[src/hdl/ftip_pkg.sv]
// ----------------------------------------------------------------------------
// ftip_pkg
// Shared types, widths, codes and helpers for the formant track interpolator.
// ----------------------------------------------------------------------------
package ftip_pkg;

   localparam int NUM_TRACKS_DEF = 19;
   localparam int MAX_TRACKS     = 32;

   localparam int VAL_W   = 24;
   localparam int TRK_W   = 5;
   localparam int STIME_W = 10;
   localparam int FT_W    = 8;
   localparam int WGT_W   = 9;
   localparam int TN_W    = 12;
   localparam int MUL_A_W = 26;
   localparam int PROD_W  = MUL_A_W + TN_W;
   localparam int ACC_W   = 40;
   localparam int DVD_W   = 36;
   localparam int DVS_W   = 10;
   localparam int QUO_W   = DVD_W + 1;
   localparam int FRAC_SH = 8;

   localparam logic [WGT_W-1:0] WGT_RESET = 9'd128;
   localparam logic [WGT_W-1:0] WGT_FULL  = 9'd256;

   localparam logic OP_INTERP = 1'b0;
   localparam logic OP_PRESET = 1'b1;

   localparam logic [2:0] MUL_RAMP = 3'd0;
   localparam logic [2:0] MUL_BL0  = 3'd1;
   localparam logic [2:0] MUL_BL1  = 3'd2;
   localparam logic [2:0] MUL_SM0  = 3'd3;
   localparam logic [2:0] MUL_SM1  = 3'd4;

   localparam logic DIV_RAMP  = 1'b0;
   localparam logic DIV_BLEND = 1'b1;

   typedef struct packed {
      logic       capture;
      logic       mul_en;
      logic       acc_clr;
      logic [2:0] mul_sel;
      logic       div_start;
      logic       div_sel;
      logic       ramp_sel;
      logic       r0_ld;
      logic       r1_ld;
      logic       blend_ld;
      logic       smooth_ld;
      logic       preset_ld;
      logic       zero_ld;
      logic       rsp_ld;
   } cmd_type;

   typedef struct packed {
      logic trk_ok;
      logic preset;
      logic overlap;
      logic div_busy;
   } status_type;

   function automatic logic signed [VAL_W-1:0] sat24(input logic signed [ACC_W-1:0] v);
      logic signed [ACC_W-1:0] vmax;
      logic signed [ACC_W-1:0] vmin;
      vmax = ACC_W'(  (1 <<< (VAL_W-1)) - 1);
      vmin = -ACC_W'( 1 <<< (VAL_W-1));
      if (v > vmax) begin
         sat24 = vmax[VAL_W-1:0];
      end else if (v < vmin) begin
         sat24 = vmin[VAL_W-1:0];
      end else begin
         sat24 = v[VAL_W-1:0];
      end
   endfunction

endpackage

[src/hdl/ftip_div.sv]
// ----------------------------------------------------------------------------
// ftip_div
// Sequential signed-by-unsigned divider, truncating toward zero, 2 bits/cycle.
// ----------------------------------------------------------------------------
module ftip_div (
   input  logic                                  clock,
   input  logic                                  reset,
   input  logic                                  start,
   input  logic signed [ftip_pkg::ACC_W-1:0]     dividend,
   input  logic        [ftip_pkg::DVS_W-1:0]     divisor,
   output logic                                  busy,
   output logic signed [ftip_pkg::QUO_W-1:0]     quotient
);

   localparam int STEPS = ftip_pkg::DVD_W / 2;
   localparam int CNT_W = $clog2(STEPS + 1);

   logic                          busy_ff, busy_in;
   logic [CNT_W-1:0]              cnt_ff, cnt_in;
   logic                          neg_ff, neg_in;
   logic [ftip_pkg::DVD_W-1:0]    quo_ff, quo_in;
   logic [ftip_pkg::DVS_W-1:0]    rem_ff, rem_in;
   logic [ftip_pkg::DVS_W-1:0]    dvs_ff, dvs_in;
   logic [ftip_pkg::ACC_W-1:0]    mag;
   logic [ftip_pkg::DVD_W-1:0]    q;
   logic [ftip_pkg::DVS_W:0]      r;

   assign mag = dividend[ftip_pkg::ACC_W-1] ? ftip_pkg::ACC_W'(-dividend)
                                           : ftip_pkg::ACC_W'(dividend);

   always_comb begin
      busy_in = busy_ff;
      cnt_in  = cnt_ff;
      neg_in  = neg_ff;
      quo_in  = quo_ff;
      rem_in  = rem_ff;
      dvs_in  = dvs_ff;
      q       = quo_ff;
      r       = '0;
      if (start) begin
         busy_in = 1'b1;
         cnt_in  = CNT_W'(STEPS);
         neg_in  = dividend[ftip_pkg::ACC_W-1];
         quo_in  = mag[ftip_pkg::DVD_W-1:0];
         rem_in  = '0;
         dvs_in  = divisor;
      end else if (busy_ff) begin
         r = {1'b0, rem_ff};
         for (int i = 0; i < 2; i++) begin
            r = {r[ftip_pkg::DVS_W-1:0], q[ftip_pkg::DVD_W-1]};
            q = {q[ftip_pkg::DVD_W-2:0], 1'b0};
            if (r >= {1'b0, dvs_ff}) begin
               r    = r - {1'b0, dvs_ff};
               q[0] = 1'b1;
            end
         end
         quo_in = q;
         rem_in = r[ftip_pkg::DVS_W-1:0];
         cnt_in = cnt_ff - 1'b1;
         if (cnt_ff == CNT_W'(1)) begin
            busy_in = 1'b0;
         end
      end
   end

   always_ff @(posedge clock) begin
      if (reset) begin
         busy_ff <= 1'b0;
         cnt_ff  <= '0;
      end else begin
         busy_ff <= busy_in;
         cnt_ff  <= cnt_in;
      end
      neg_ff <= neg_in;
      quo_ff <= quo_in;
      rem_ff <= rem_in;
      dvs_ff <= dvs_in;
   end

   assign busy     = busy_ff;
   assign quotient = neg_ff ? -$signed({1'b0, quo_ff}) : $signed({1'b0, quo_ff});

endmodule

[src/hdl/ftip_dp.sv]
// ----------------------------------------------------------------------------
// ftip_dp
// Datapath: captured item, ramp selection, multiply-accumulate, divider,
// per-track smoother state, weight register and result register.
// ----------------------------------------------------------------------------
module ftip_dp #(
   parameter int NUM_TRACKS = ftip_pkg::NUM_TRACKS_DEF
) (
   input  logic                                  clock,
   input  logic                                  reset,
   input  logic                                  req_operation,
   input  logic        [ftip_pkg::TRK_W-1:0]     req_track_index,
   input  logic        [ftip_pkg::STIME_W-1:0]   req_start_time,
   input  logic signed [ftip_pkg::VAL_W-1:0]     req_start_value,
   input  logic        [ftip_pkg::STIME_W-1:0]   req_end_time,
   input  logic signed [ftip_pkg::VAL_W-1:0]     req_end_value,
   input  logic signed [ftip_pkg::VAL_W-1:0]     req_mid_value,
   input  logic        [ftip_pkg::FT_W-1:0]      req_frame_time,
   input  logic        [ftip_pkg::FT_W-1:0]      req_duration,
   input  logic                                  csr_we,
   input  logic        [ftip_pkg::WGT_W-1:0]     csr_smoothing_weight,
   input  ftip_pkg::cmd_type                     cmd,
   output ftip_pkg::status_type                  status,
   output logic        [ftip_pkg::TRK_W-1:0]     rsp_result_track,
   output logic signed [ftip_pkg::VAL_W-1:0]     rsp_track_value
);

   localparam int IDX_W = (NUM_TRACKS > 1) ? $clog2(NUM_TRACKS) : 1;
   localparam int VW    = ftip_pkg::VAL_W;
   localparam int TW    = ftip_pkg::TN_W;

   logic                          op_ff;
   logic [ftip_pkg::TRK_W-1:0]    trk_ff;
   logic [ftip_pkg::STIME_W-1:0]  st_ff, et_ff;
   logic signed [VW-1:0]          sv_ff, ev_ff, mid_ff;
   logic [ftip_pkg::FT_W-1:0]     t_ff, d_ff;

   logic [ftip_pkg::WGT_W-1:0]    weight_ff, weight_in;
   logic signed [VW-1:0]          smoothed_ff [NUM_TRACKS];
   logic signed [VW-1:0]          r0_ff, r0_in, r1_ff, r1_in, res_ff, res_in;
   logic signed [ftip_pkg::ACC_W-1:0] acc_ff, acc_in;
   logic [ftip_pkg::TRK_W-1:0]    otrk_ff;
   logic signed [VW-1:0]          oval_ff;

   logic                          trk_ok;
   logic [IDX_W-1:0]              idx;
   logic signed [VW-1:0]          old_val;
   logic signed [TW-1:0]          steady, tt_s, u_s, d_minus_t;
   logic                          overlap, before_rise, in_steady;
   logic [ftip_pkg::STIME_W-1:0]  tt;
   logic signed [VW-1:0]          ra, rb;
   logic signed [TW-1:0]          tn;
   logic [ftip_pkg::STIME_W-1:0]  dn;
   logic signed [VW:0]            diff;
   logic signed [ftip_pkg::MUL_A_W-1:0] mul_a;
   logic signed [TW-1:0]          mul_b;
   logic signed [ftip_pkg::PROD_W-1:0]  prod;
   logic [ftip_pkg::WGT_W-1:0]    w_eff, w_rest;
   logic                          div_busy;
   logic signed [ftip_pkg::QUO_W-1:0]   quo;
   logic [ftip_pkg::DVS_W-1:0]    div_dvs;
   logic signed [VW-1:0]          ramp_res;
   logic signed [ftip_pkg::ACC_W-1:0]   quo_ext;

   assign trk_ok  = {1'b0, trk_ff} < (ftip_pkg::TRK_W+1)'(NUM_TRACKS);
   assign idx     = trk_ff[IDX_W-1:0];
   assign old_val = smoothed_ff[idx];

   assign steady      = $signed({4'b0, d_ff}) - $signed({2'b0, st_ff})
                        - $signed({2'b0, et_ff});
   assign overlap     = steady[TW-1];
   assign before_rise = {2'b0, t_ff} < st_ff;
   assign tt          = {2'b0, t_ff} - st_ff;
   assign tt_s        = $signed({2'b0, tt});
   assign in_steady   = tt_s <= steady;
   assign u_s         = tt_s - steady;
   assign d_minus_t   = $signed({4'b0, d_ff}) - $signed({4'b0, t_ff});

   always_comb begin
      ra = ev_ff;
      rb = mid_ff;
      tn = d_minus_t;
      dn = et_ff;
      if (!cmd.ramp_sel) begin
         if (overlap || before_rise) begin
            ra = sv_ff;
            rb = mid_ff;
            tn = $signed({4'b0, t_ff});
            dn = st_ff;
         end else if (in_steady) begin
            ra = mid_ff;
            rb = mid_ff;
            tn = '0;
            dn = ftip_pkg::STIME_W'(1);
         end else begin
            ra = mid_ff;
            rb = ev_ff;
            tn = u_s;
            dn = et_ff;
         end
      end
   end

   assign diff   = $signed({rb[VW-1], rb}) - $signed({ra[VW-1], ra});
   assign w_eff  = (weight_ff > ftip_pkg::WGT_FULL) ? ftip_pkg::WGT_FULL : weight_ff;
   assign w_rest = ftip_pkg::WGT_FULL - w_eff;

   always_comb begin
      case (cmd.mul_sel)
         ftip_pkg::MUL_RAMP: begin
            mul_a = {diff[VW], diff};
            mul_b = tn;
         end
         ftip_pkg::MUL_BL0: begin
            mul_a = {{2{r0_ff[VW-1]}}, r0_ff};
            mul_b = d_minus_t;
         end
         ftip_pkg::MUL_BL1: begin
            mul_a = {{2{r1_ff[VW-1]}}, r1_ff};
            mul_b = $signed({4'b0, t_ff});
         end
         ftip_pkg::MUL_SM0: begin
            mul_a = {{2{r0_ff[VW-1]}}, r0_ff};
            mul_b = $signed({3'b0, w_eff});
         end
         ftip_pkg::MUL_SM1: begin
            mul_a = {{2{old_val[VW-1]}}, old_val};
            mul_b = $signed({3'b0, w_rest});
         end
         default: begin
            mul_a = '0;
            mul_b = '0;
         end
      endcase
   end

   assign prod = mul_a * mul_b;

   always_comb begin
      acc_in = acc_ff;
      if (cmd.mul_en) begin
         acc_in = (cmd.acc_clr ? '0 : acc_ff) + {{2{prod[ftip_pkg::PROD_W-1]}}, prod};
      end
   end

   assign div_dvs = (cmd.div_sel == ftip_pkg::DIV_BLEND) ? {2'b0, d_ff} : dn;

   ftip_div u_div (
      .clock    (clock),
      .reset    (reset),
      .start    (cmd.div_start),
      .dividend (acc_ff),
      .divisor  (div_dvs),
      .busy     (div_busy),
      .quotient (quo)
   );

   assign quo_ext = {{3{quo[ftip_pkg::QUO_W-1]}}, quo};

   always_comb begin
      if (tn <= $signed(TW'(0))) begin
         ramp_res = ra;
      end else if (tn >= $signed({2'b0, dn})) begin
         ramp_res = rb;
      end else begin
         ramp_res = ra + quo[VW-1:0];
      end
   end

   always_comb begin
      r0_in     = r0_ff;
      r1_in     = r1_ff;
      res_in    = res_ff;
      weight_in = csr_we ? csr_smoothing_weight : weight_ff;
      if (cmd.r0_ld) begin
         r0_in = ramp_res;
      end
      if (cmd.r1_ld) begin
         r1_in = ramp_res;
      end
      if (cmd.blend_ld) begin
         r0_in = (d_ff == '0) ? mid_ff : ftip_pkg::sat24(quo_ext);
      end
      if (cmd.smooth_ld) begin
         res_in = ftip_pkg::sat24(acc_ff >>> ftip_pkg::FRAC_SH);
      end
      if (cmd.preset_ld) begin
         res_in = mid_ff;
      end
      if (cmd.zero_ld) begin
         res_in = '0;
      end
   end

   always_ff @(posedge clock) begin
      if (reset) begin
         weight_ff <= ftip_pkg::WGT_RESET;
         for (int i = 0; i < NUM_TRACKS; i++) begin
            smoothed_ff[i] <= '0;
         end
      end else begin
         weight_ff <= weight_in;
         if ((cmd.smooth_ld || cmd.preset_ld) && trk_ok) begin
            smoothed_ff[idx] <= res_in;
         end
      end
      if (cmd.capture) begin
         op_ff  <= req_operation;
         trk_ff <= req_track_index;
         st_ff  <= req_start_time;
         sv_ff  <= req_start_value;
         et_ff  <= req_end_time;
         ev_ff  <= req_end_value;
         mid_ff <= req_mid_value;
         t_ff   <= req_frame_time;
         d_ff   <= req_duration;
      end
      acc_ff <= acc_in;
      r0_ff  <= r0_in;
      r1_ff  <= r1_in;
      res_ff <= res_in;
      if (cmd.rsp_ld) begin
         otrk_ff <= trk_ff;
         oval_ff <= res_ff;
      end
   end

   assign status.trk_ok   = trk_ok;
   assign status.preset   = (op_ff == ftip_pkg::OP_PRESET);
   assign status.overlap  = overlap;
   assign status.div_busy = div_busy;

   assign rsp_result_track = otrk_ff;
   assign rsp_track_value  = oval_ff;

endmodule

[src/hdl/ftip_ctrl.sv]
// ----------------------------------------------------------------------------
// ftip_ctrl
// Sequencer: steps the datapath through ramps, blend (overlap only) and smoother per item;
// presets and out-of-range tracks load the result directly.
module ftip_ctrl (
   input  logic                 clock,
   input  logic                 reset,
   input  logic                 req_valid,
   output logic                 req_ready,
   output logic                 rsp_valid,
   input  logic                 rsp_ready,
   input  ftip_pkg::status_type status,
   output ftip_pkg::cmd_type    cmd
);

   localparam logic [3:0] S_IDLE  = 4'd0;
   localparam logic [3:0] S_CHECK = 4'd1;
   localparam logic [3:0] S_RMUL  = 4'd2;
   localparam logic [3:0] S_RDIVS = 4'd3;
   localparam logic [3:0] S_RDIVW = 4'd4;
   localparam logic [3:0] S_RFIN  = 4'd5;
   localparam logic [3:0] S_BMUL0 = 4'd6;
   localparam logic [3:0] S_BMUL1 = 4'd7;
   localparam logic [3:0] S_BDIVS = 4'd8;
   localparam logic [3:0] S_BDIVW = 4'd9;
   localparam logic [3:0] S_BFIN  = 4'd10;
   localparam logic [3:0] S_SMUL0 = 4'd11;
   localparam logic [3:0] S_SMUL1 = 4'd12;
   localparam logic [3:0] S_SFIN  = 4'd13;
   localparam logic [3:0] S_DONE  = 4'd14;

   logic [3:0] state_ff, state_in;
   logic       rsel_ff, rsel_in;
   logic       rvalid_ff, rvalid_in;

   always_comb begin
      state_in     = state_ff;
      rsel_in      = rsel_ff;
      cmd          = '0;
      cmd.ramp_sel = rsel_ff;
      req_ready    = 1'b0;
      case (state_ff)
         S_IDLE: begin
            req_ready = 1'b1;
            if (req_valid) begin
               cmd.capture = 1'b1;
               state_in    = S_CHECK;
            end
         end
         S_CHECK: begin
            rsel_in = 1'b0;
            if (!status.trk_ok) begin
               cmd.zero_ld = 1'b1;
               state_in    = S_DONE;
            end else if (status.preset) begin
               cmd.preset_ld = 1'b1;
               state_in      = S_DONE;
            end else begin
               state_in = S_RMUL;
            end
         end
         S_RMUL: begin
            cmd.mul_en  = 1'b1;
            cmd.acc_clr = 1'b1;
            cmd.mul_sel = ftip_pkg::MUL_RAMP;
            state_in    = S_RDIVS;
         end
         S_RDIVS: begin
            cmd.div_start = 1'b1;
            cmd.div_sel   = ftip_pkg::DIV_RAMP;
            state_in      = S_RDIVW;
         end
         S_RDIVW: begin
            if (!status.div_busy) begin
               state_in = S_RFIN;
            end
         end
         S_RFIN: begin
            if (!rsel_ff) begin
               cmd.r0_ld = 1'b1;
               if (status.overlap) begin
                  rsel_in  = 1'b1;
                  state_in = S_RMUL;
               end else begin
                  state_in = S_SMUL0;
               end
            end else begin
               cmd.r1_ld = 1'b1;
               state_in  = S_BMUL0;
            end
         end
         S_BMUL0: begin
            cmd.mul_en  = 1'b1;
            cmd.acc_clr = 1'b1;
            cmd.mul_sel = ftip_pkg::MUL_BL0;
            state_in    = S_BMUL1;
         end
         S_BMUL1: begin
            cmd.mul_en  = 1'b1;
            cmd.mul_sel = ftip_pkg::MUL_BL1;
            state_in    = S_BDIVS;
         end
         S_BDIVS: begin
            cmd.div_start = 1'b1;
            cmd.div_sel   = ftip_pkg::DIV_BLEND;
            state_in      = S_BDIVW;
         end
         S_BDIVW: begin
            cmd.div_sel = ftip_pkg::DIV_BLEND;
            if (!status.div_busy) begin
               state_in = S_BFIN;
            end
         end
         S_BFIN: begin
            cmd.blend_ld = 1'b1;
            state_in     = S_SMUL0;
         end
         S_SMUL0: begin
            cmd.mul_en  = 1'b1;
            cmd.acc_clr = 1'b1;
            cmd.mul_sel = ftip_pkg::MUL_SM0;
            state_in    = S_SMUL1;
         end
         S_SMUL1: begin
            cmd.mul_en  = 1'b1;
            cmd.mul_sel = ftip_pkg::MUL_SM1;
            state_in    = S_SFIN;
         end
         S_SFIN: begin
            cmd.smooth_ld = 1'b1;
            state_in      = S_DONE;
         end
         S_DONE: begin
            if (!rvalid_ff || rsp_ready) begin
               cmd.rsp_ld = 1'b1;
               state_in   = S_IDLE;
            end
         end
         default: begin
            state_in = S_IDLE;
         end
      endcase
   end

   always_comb begin
      rvalid_in = rvalid_ff;
      if (cmd.rsp_ld) begin
         rvalid_in = 1'b1;
      end else if (rsp_ready) begin
         rvalid_in = 1'b0;
      end
   end

   always_ff @(posedge clock) begin
      if (reset) begin
         state_ff  <= S_IDLE;
         rsel_ff   <= 1'b0;
         rvalid_ff <= 1'b0;
      end else begin
         state_ff  <= state_in;
         rsel_ff   <= rsel_in;
         rvalid_ff <= rvalid_in;
      end
   end

   assign rsp_valid = rvalid_ff;

endmodule

[src/hdl/formant_track_interpolator.sv]
// Flow: one transaction at a time, next one accepted in the cycle after the result
// loads; the 2-bit-per-cycle divider (one or three divisions per item) sets it.
// Reset: synchronous; clears the controller, the weight to 128 and all track
// smoother values to zero.
// ----------------------------------------------------------------------------
// formant_track_interpolator
// Piecewise/blended parameter track interpolation with per-track smoothing.
// ----------------------------------------------------------------------------
module formant_track_interpolator #(
   parameter int NUM_TRACKS = ftip_pkg::NUM_TRACKS_DEF
) (
   input  logic                                  clock,
   input  logic                                  reset,
   input  logic                                  req_valid,
   output logic                                  req_ready,
   input  logic                                  req_operation,
   input  logic        [ftip_pkg::TRK_W-1:0]     req_track_index,
   input  logic        [ftip_pkg::STIME_W-1:0]   req_start_time,
   input  logic signed [ftip_pkg::VAL_W-1:0]     req_start_value,
   input  logic        [ftip_pkg::STIME_W-1:0]   req_end_time,
   input  logic signed [ftip_pkg::VAL_W-1:0]     req_end_value,
   input  logic signed [ftip_pkg::VAL_W-1:0]     req_mid_value,
   input  logic        [ftip_pkg::FT_W-1:0]      req_frame_time,
   input  logic        [ftip_pkg::FT_W-1:0]      req_duration,
   output logic                                  rsp_valid,
   input  logic                                  rsp_ready,
   output logic        [ftip_pkg::TRK_W-1:0]     rsp_result_track,
   output logic signed [ftip_pkg::VAL_W-1:0]     rsp_track_value,
   input  logic                                  csr_valid,
   output logic                                  csr_ready,
   input  logic        [ftip_pkg::WGT_W-1:0]     csr_smoothing_weight
);

   ftip_pkg::cmd_type    cmd;
   ftip_pkg::status_type status;

   assign csr_ready = 1'b1;

   ftip_ctrl u_ctrl (
      .clock     (clock),
      .reset     (reset),
      .req_valid (req_valid),
      .req_ready (req_ready),
      .rsp_valid (rsp_valid),
      .rsp_ready (rsp_ready),
      .status    (status),
      .cmd       (cmd)
   );

   ftip_dp #(
      .NUM_TRACKS (NUM_TRACKS)
   ) u_dp (
      .clock                (clock),
      .reset                (reset),
      .req_operation        (req_operation),
      .req_track_index      (req_track_index),
      .req_start_time       (req_start_time),
      .req_start_value      (req_start_value),
      .req_end_time         (req_end_time),
      .req_end_value        (req_end_value),
      .req_mid_value        (req_mid_value),
      .req_frame_time       (req_frame_time),
      .req_duration         (req_duration),
      .csr_we               (csr_valid & csr_ready),
      .csr_smoothing_weight (csr_smoothing_weight),
      .cmd                  (cmd),
      .status               (status),
      .rsp_result_track     (rsp_result_track),
      .rsp_track_value      (rsp_track_value)
   );

   a_one_at_a_time: assert property (@(posedge clock) disable iff (reset)
      (req_valid && req_ready) |=> !req_ready)
      else $error("new transaction accepted while one is in progress");

   a_div_idle_start: assert property (@(posedge clock) disable iff (reset)
      cmd.div_start |-> !status.div_busy)
      else $error("divider started while busy");

   a_rsp_slot_free: assert property (@(posedge clock) disable iff (reset)
      cmd.rsp_ld |-> (!rsp_valid || rsp_ready))
      else $error("result overwritten before it was taken");

endmodule

[config.mk]
export PLATFORM = sky130hd
export DESIGN_NAME = formant_track_interpolator
export DESIGN_NICKNAME = d
export VERILOG_FILES = /design/src/hdl/ftip_pkg.sv /design/src/hdl/ftip_div.sv /design/src/hdl/ftip_dp.sv /design/src/hdl/ftip_ctrl.sv /design/src/hdl/formant_track_interpolator.sv
export SDC_FILE = /design/constraint.sdc
export NUM_CORES = 2
export LEC_CHECK = 0
export ABC_AREA = 1
export CORE_MARGIN = 8
export CORE_UTILIZATION = 30
export DETAILED_ROUTE_END_ITERATION = 7
export DONT_BUFFER_PORTS = 1
export PLACE_DENSITY = 0.44
export SLEW_MARGIN = 20
export SYNTH_ARGS = -nofsm -noshare
export SYNTH_HDL_FRONTEND = slang
export SYNTH_SLANG_ARGS = --single-unit
[constraint.sdc]
create_clock -name clock -period 14.15 [get_ports clock]
set_clock_uncertainty 0.1 [all_clocks]
set_input_delay 2.83 -clock clock [delete_from_list [all_inputs] [get_ports clock]]
set_output_delay 2.83 -clock clock [all_outputs]
set_load 0.01 [all_outputs]
==> impl_summary.log <==
INFO  metric fmaxAchievable = roughly 75 MHz
INFO  metric synth_mux_area_frac = 0.000889
INFO  metric critical_path_required = roughly 15000 ps
INFO  metric synth-simple-area-share = 0.166
INFO  metric synthesis.area = between 0.06 and 0.07 mm2
INFO  metric yosysUniqueCellTypes = 64
INFO  metric ys_seq_area_frac = 0.479
INFO  metric synth_async_sr_flop_share = 0
INFO  metric overflow = 0
INFO  metric wl_met1 = ~110000 um
INFO  metric routed_wl = about 260000 um
INFO  metric floorplan.rows = 174
INFO  metric cp_slowest_cell = sky130_fd_sc_hd__fa_1
INFO  metric maxSlewViolCount = 0
INFO  metric initial_core_utilization = 0.301
INFO  metric fp.dieH = just under 500 um
INFO  metric synthesized_area_fraction_occupied_by_ao_oa_aoi_and_oai_cells = 0.130
INFO  metric hold_path_startpoint = u_dp.res_ff[18]
INFO  metric setup_violations = 0
INFO  metric hold_path.class = flip-flop to flip-flop
INFO  metric clockRootBuffer = sky130_fd_sc_hd__clkbuf_16
INFO  metric route.detailed.vias_per_inst = 5.04
INFO  metric placed_cells = ~10000
INFO  metric slew_headroom = 0.192
INFO  metric reg2reg_slack = about 840 ps
INFO  metric timing.critical_path.to_type = flip-flop
INFO  metric dieArea = 0.241 mm2
INFO  metric layout.nets = between 8000 and 9000
INFO  metric cts.path.max_buffers = 3
INFO  metric path_class = flip-flop to flip-flop
INFO  metric critPathArrivalTime = between 10000 and 15000 ps
INFO  metric outcome = finished, final reports clean
INFO  metric design.core.area = between 0.2 and 0.25 mm2
INFO  metric insertion_delay = a little over 800 ps
INFO  metric syn_to_final_growth = 14.3%
INFO  metric hold_path_depth = 0
INFO  metric synthesis_stage_register_bit_count = roughly 1100
INFO  metric post_synth_inst_count = roughly 7300
INFO  metric path_clk_slew = around 60 ps
INFO  metric die_width = a little under 500 um
INFO  metric num_vias = roughly 54000
INFO  metric first_global_vias = around 54000
INFO  metric ff_to_ff_start = u_dp.d_ff[2]
INFO  metric wire_length_of_the_first_global_routing_pass = 373000 um
INFO  metric rsz0062_at_grt = false
INFO  metric synth_top_area_share = 0.454
INFO  metric final_total_negative_setup_slack = 0 ps
INFO  metric met3WireLength = around 14000 um
INFO  metric remaining_drc_errors = 0
INFO  metric synth_most_common_cell = sky130_fd_sc_hd__nand2_1
INFO  metric filler_cell_count = about 23000
INFO  metric rr_worst_depth = 58
INFO  metric synth.top_cells.by_count = sky130_fd_sc_hd__nand2_1, sky130_fd_sc_hd__edfxtp_1, sky130_fd_sc_hd__inv_1
INFO  metric synth_xor_xnor_area_share = 0.0263
INFO  metric cp_common_cell = sky130_fd_sc_hd__nand2_1
INFO  metric post_drt_wl_per_cell = around 24 um
INFO  metric netlist.top_cell.by_area = sky130_fd_sc_hd__edfxtp_1
INFO  metric synth_top_family_by_area = simple AND/OR/NAND/NOR gates
INFO  metric final_cells = roughly 11000
INFO  metric worst_hold_path.endpoint = u_dp.rsp_track_value[18]
INFO  metric synth-warning-count = 0
INFO  metric finalWorstPathRequiredPeriod = ~13000 ps
INFO  metric critical_path.max_fanout = 11
INFO  metric grt_antenna_before_repair = 18
INFO  metric globalplace.congestion = between 0.9 and 1
INFO  metric period_share = 0.941
INFO  metric synth_top_flop_cell = sky130_fd_sc_hd__edfxtp_1
INFO  metric edff_count_synth = between 1000 and 1500
INFO  metric critical_path.startpoint_type = flip-flop
INFO  metric detailroute.wirelength.met2 = 118000 um
INFO  metric gr-usage-all-layers = 0.206
INFO  metric detailedPlacementHpwl = 182000 um
INFO  metric reg2reg_to = u_dp.acc_ff[34]
INFO  metric h-tree-depth = 4
INFO  metric synth-adder-area-share = 0.128
INFO  metric ant_nets = 0
INFO  metric drt_pre_antenna_iters = 6
INFO  metric drt_first_iter_violations = about 5100
INFO  metric top_layer_used = met4
INFO  metric pin_count = between 150 and 200
INFO  metric largest_net_degree_at_the_start_of_global_routing = around 140
INFO  metric ys_top_cells_by_area = sky130_fd_sc_hd__edfxtp_1, sky130_fd_sc_hd__nand2_1, sky130_fd_sc_hd__fa_1
INFO  metric finalHoldViolCount = 0
INFO  metric numClockSinks = roughly 1100
INFO  metric syn_avg_cell_area = roughly 9.2 um2
INFO  metric port_buffers = 0
INFO  metric cpPeakStageDelay = 560 ps
INFO  metric tritoncts = done
INFO  metric layout-drive-gt1-share = 0.0684
INFO  metric worst_slew_pin_slew = 1200 ps
INFO  metric maxCapViolations = 0
INFO  metric number_of_buffers_created_by_cts = ~140
==> sequential cells by signal, indices dropped and copies added (netlist names), 8 cells and up, named ones only <==
register,flops
u_dp.r1_ff,24
u_dp.u_div.dvs_ff,10
u_dp.u_div.quo_ff,36
u_dp.mid_ff,24
u_dp.res_ff,24
u_dp.u_div.rem_ff,10
u_dp.t_ff,8
u_dp.r0_ff,24
u_dp.ev_ff,24
u_dp.rsp_track_value,24
u_dp.d_ff,8
u_dp.st_ff,10
u_dp.smoothed_ff,768
u_dp.et_ff,10
u_dp.sv_ff,24
u_dp.weight_ff,9
u_dp.acc_ff,40
==> critical path, delay by kind of cell, from the launching register on <==
kind	cells	cell delay [ps]
buf+inv	10	1100
compound gates	14	2770
xor+xnor	4	610
fa+ha+maj	11	4810
simple gates	19	3140
flops	1	500
==> layout make-up <==
cell class | count | area (um2) | area share
Antenna cell | 4 | 10.0 | 0.000130
Clock buffer | 204 | 3980 | 0.0515
Clock inverter | 50 | 502 | 0.00650
Inverter | 880 | 3330 | 0.0431
Multi-Input combinational cell | 5289 | 31900 | 0.413
Sequential cell | 1106 | 32400 | 0.420
Tap cell | 2992 | 3740 | 0.0485
Timing Repair Buffer | 162 | 1330 | 0.0173
==> worst max-delay path by stage <==
stage / start / endpoint / slack (ps)
finish: u_dp.d_ff[2] / u_dp.acc_ff[34] / 840
global placement: u_dp.d_ff[2] / u_dp.acc_ff[36] / 170
detailed placement: u_dp.d_ff[2] / u_dp.acc_ff[36] / 160
global route: u_dp.d_ff[2] / u_dp.acc_ff[36] / 2
CTS: u_dp.d_ff[2] / u_dp.acc_ff[36] / 80
floorplan: u_dp.d_ff[2] / u_dp.acc_ff[39] / 1990
==> per-layer routing <==
| metal | track usage | up-vias |
|---|---|---|
| met4 | 0.0735 | 0 |
| li1 | - | 24900 |
| met1 | 0.280 | 26900 |
| met2 | 0.336 | 1642 |
| met3 | 0.0314 | 362 |
| met5 | 0 | - |
==> kinds of logic (layout without fill, tap and decap cells) <==
group	after synthesis	in the layout
AOI/OAI and AO/OA	1494	1494
xor gates and xnor gates	203	203
adders and majority gates	524	524
buffers and inverters	1227	1296
DFF	1106	1106
muxes	6	6
other	2	317
and+or+nand+nor	2749	2749
==> timing repair <==
action,in CTS,in global routing
hold buffers,0,0
gates resized for setup,0,33
setup buffers,0,10
endpoints found under the setup margin,0,17
==> stage by stage <==
step	setup WS, ps	instance area, um2	hold WS (ps)	utilization
finish	837	77200	343	0.344
global route	2.18	77200	358	0.344
CTS	84.8	77000	343	0.343
detailed placement	162	72500	317	0.323
global placement	173	72500	316	0.323
floorplan	1990	68700	303	-
==> layout by cell type (no fill, tap or decap), drive strengths merged, types with 195 or more instances in the layout <==
cell type	instances
o21ai	323
a21oi	756
nand2	1556
nand3	195
nor2	845
edfxtp	1022
conb	313
ha	241
fa	283
inv	883
clkbuf	204
Power is not shown: default switching activity piles up to over one toggle a cycle in this logic, so the estimate is an artifact.
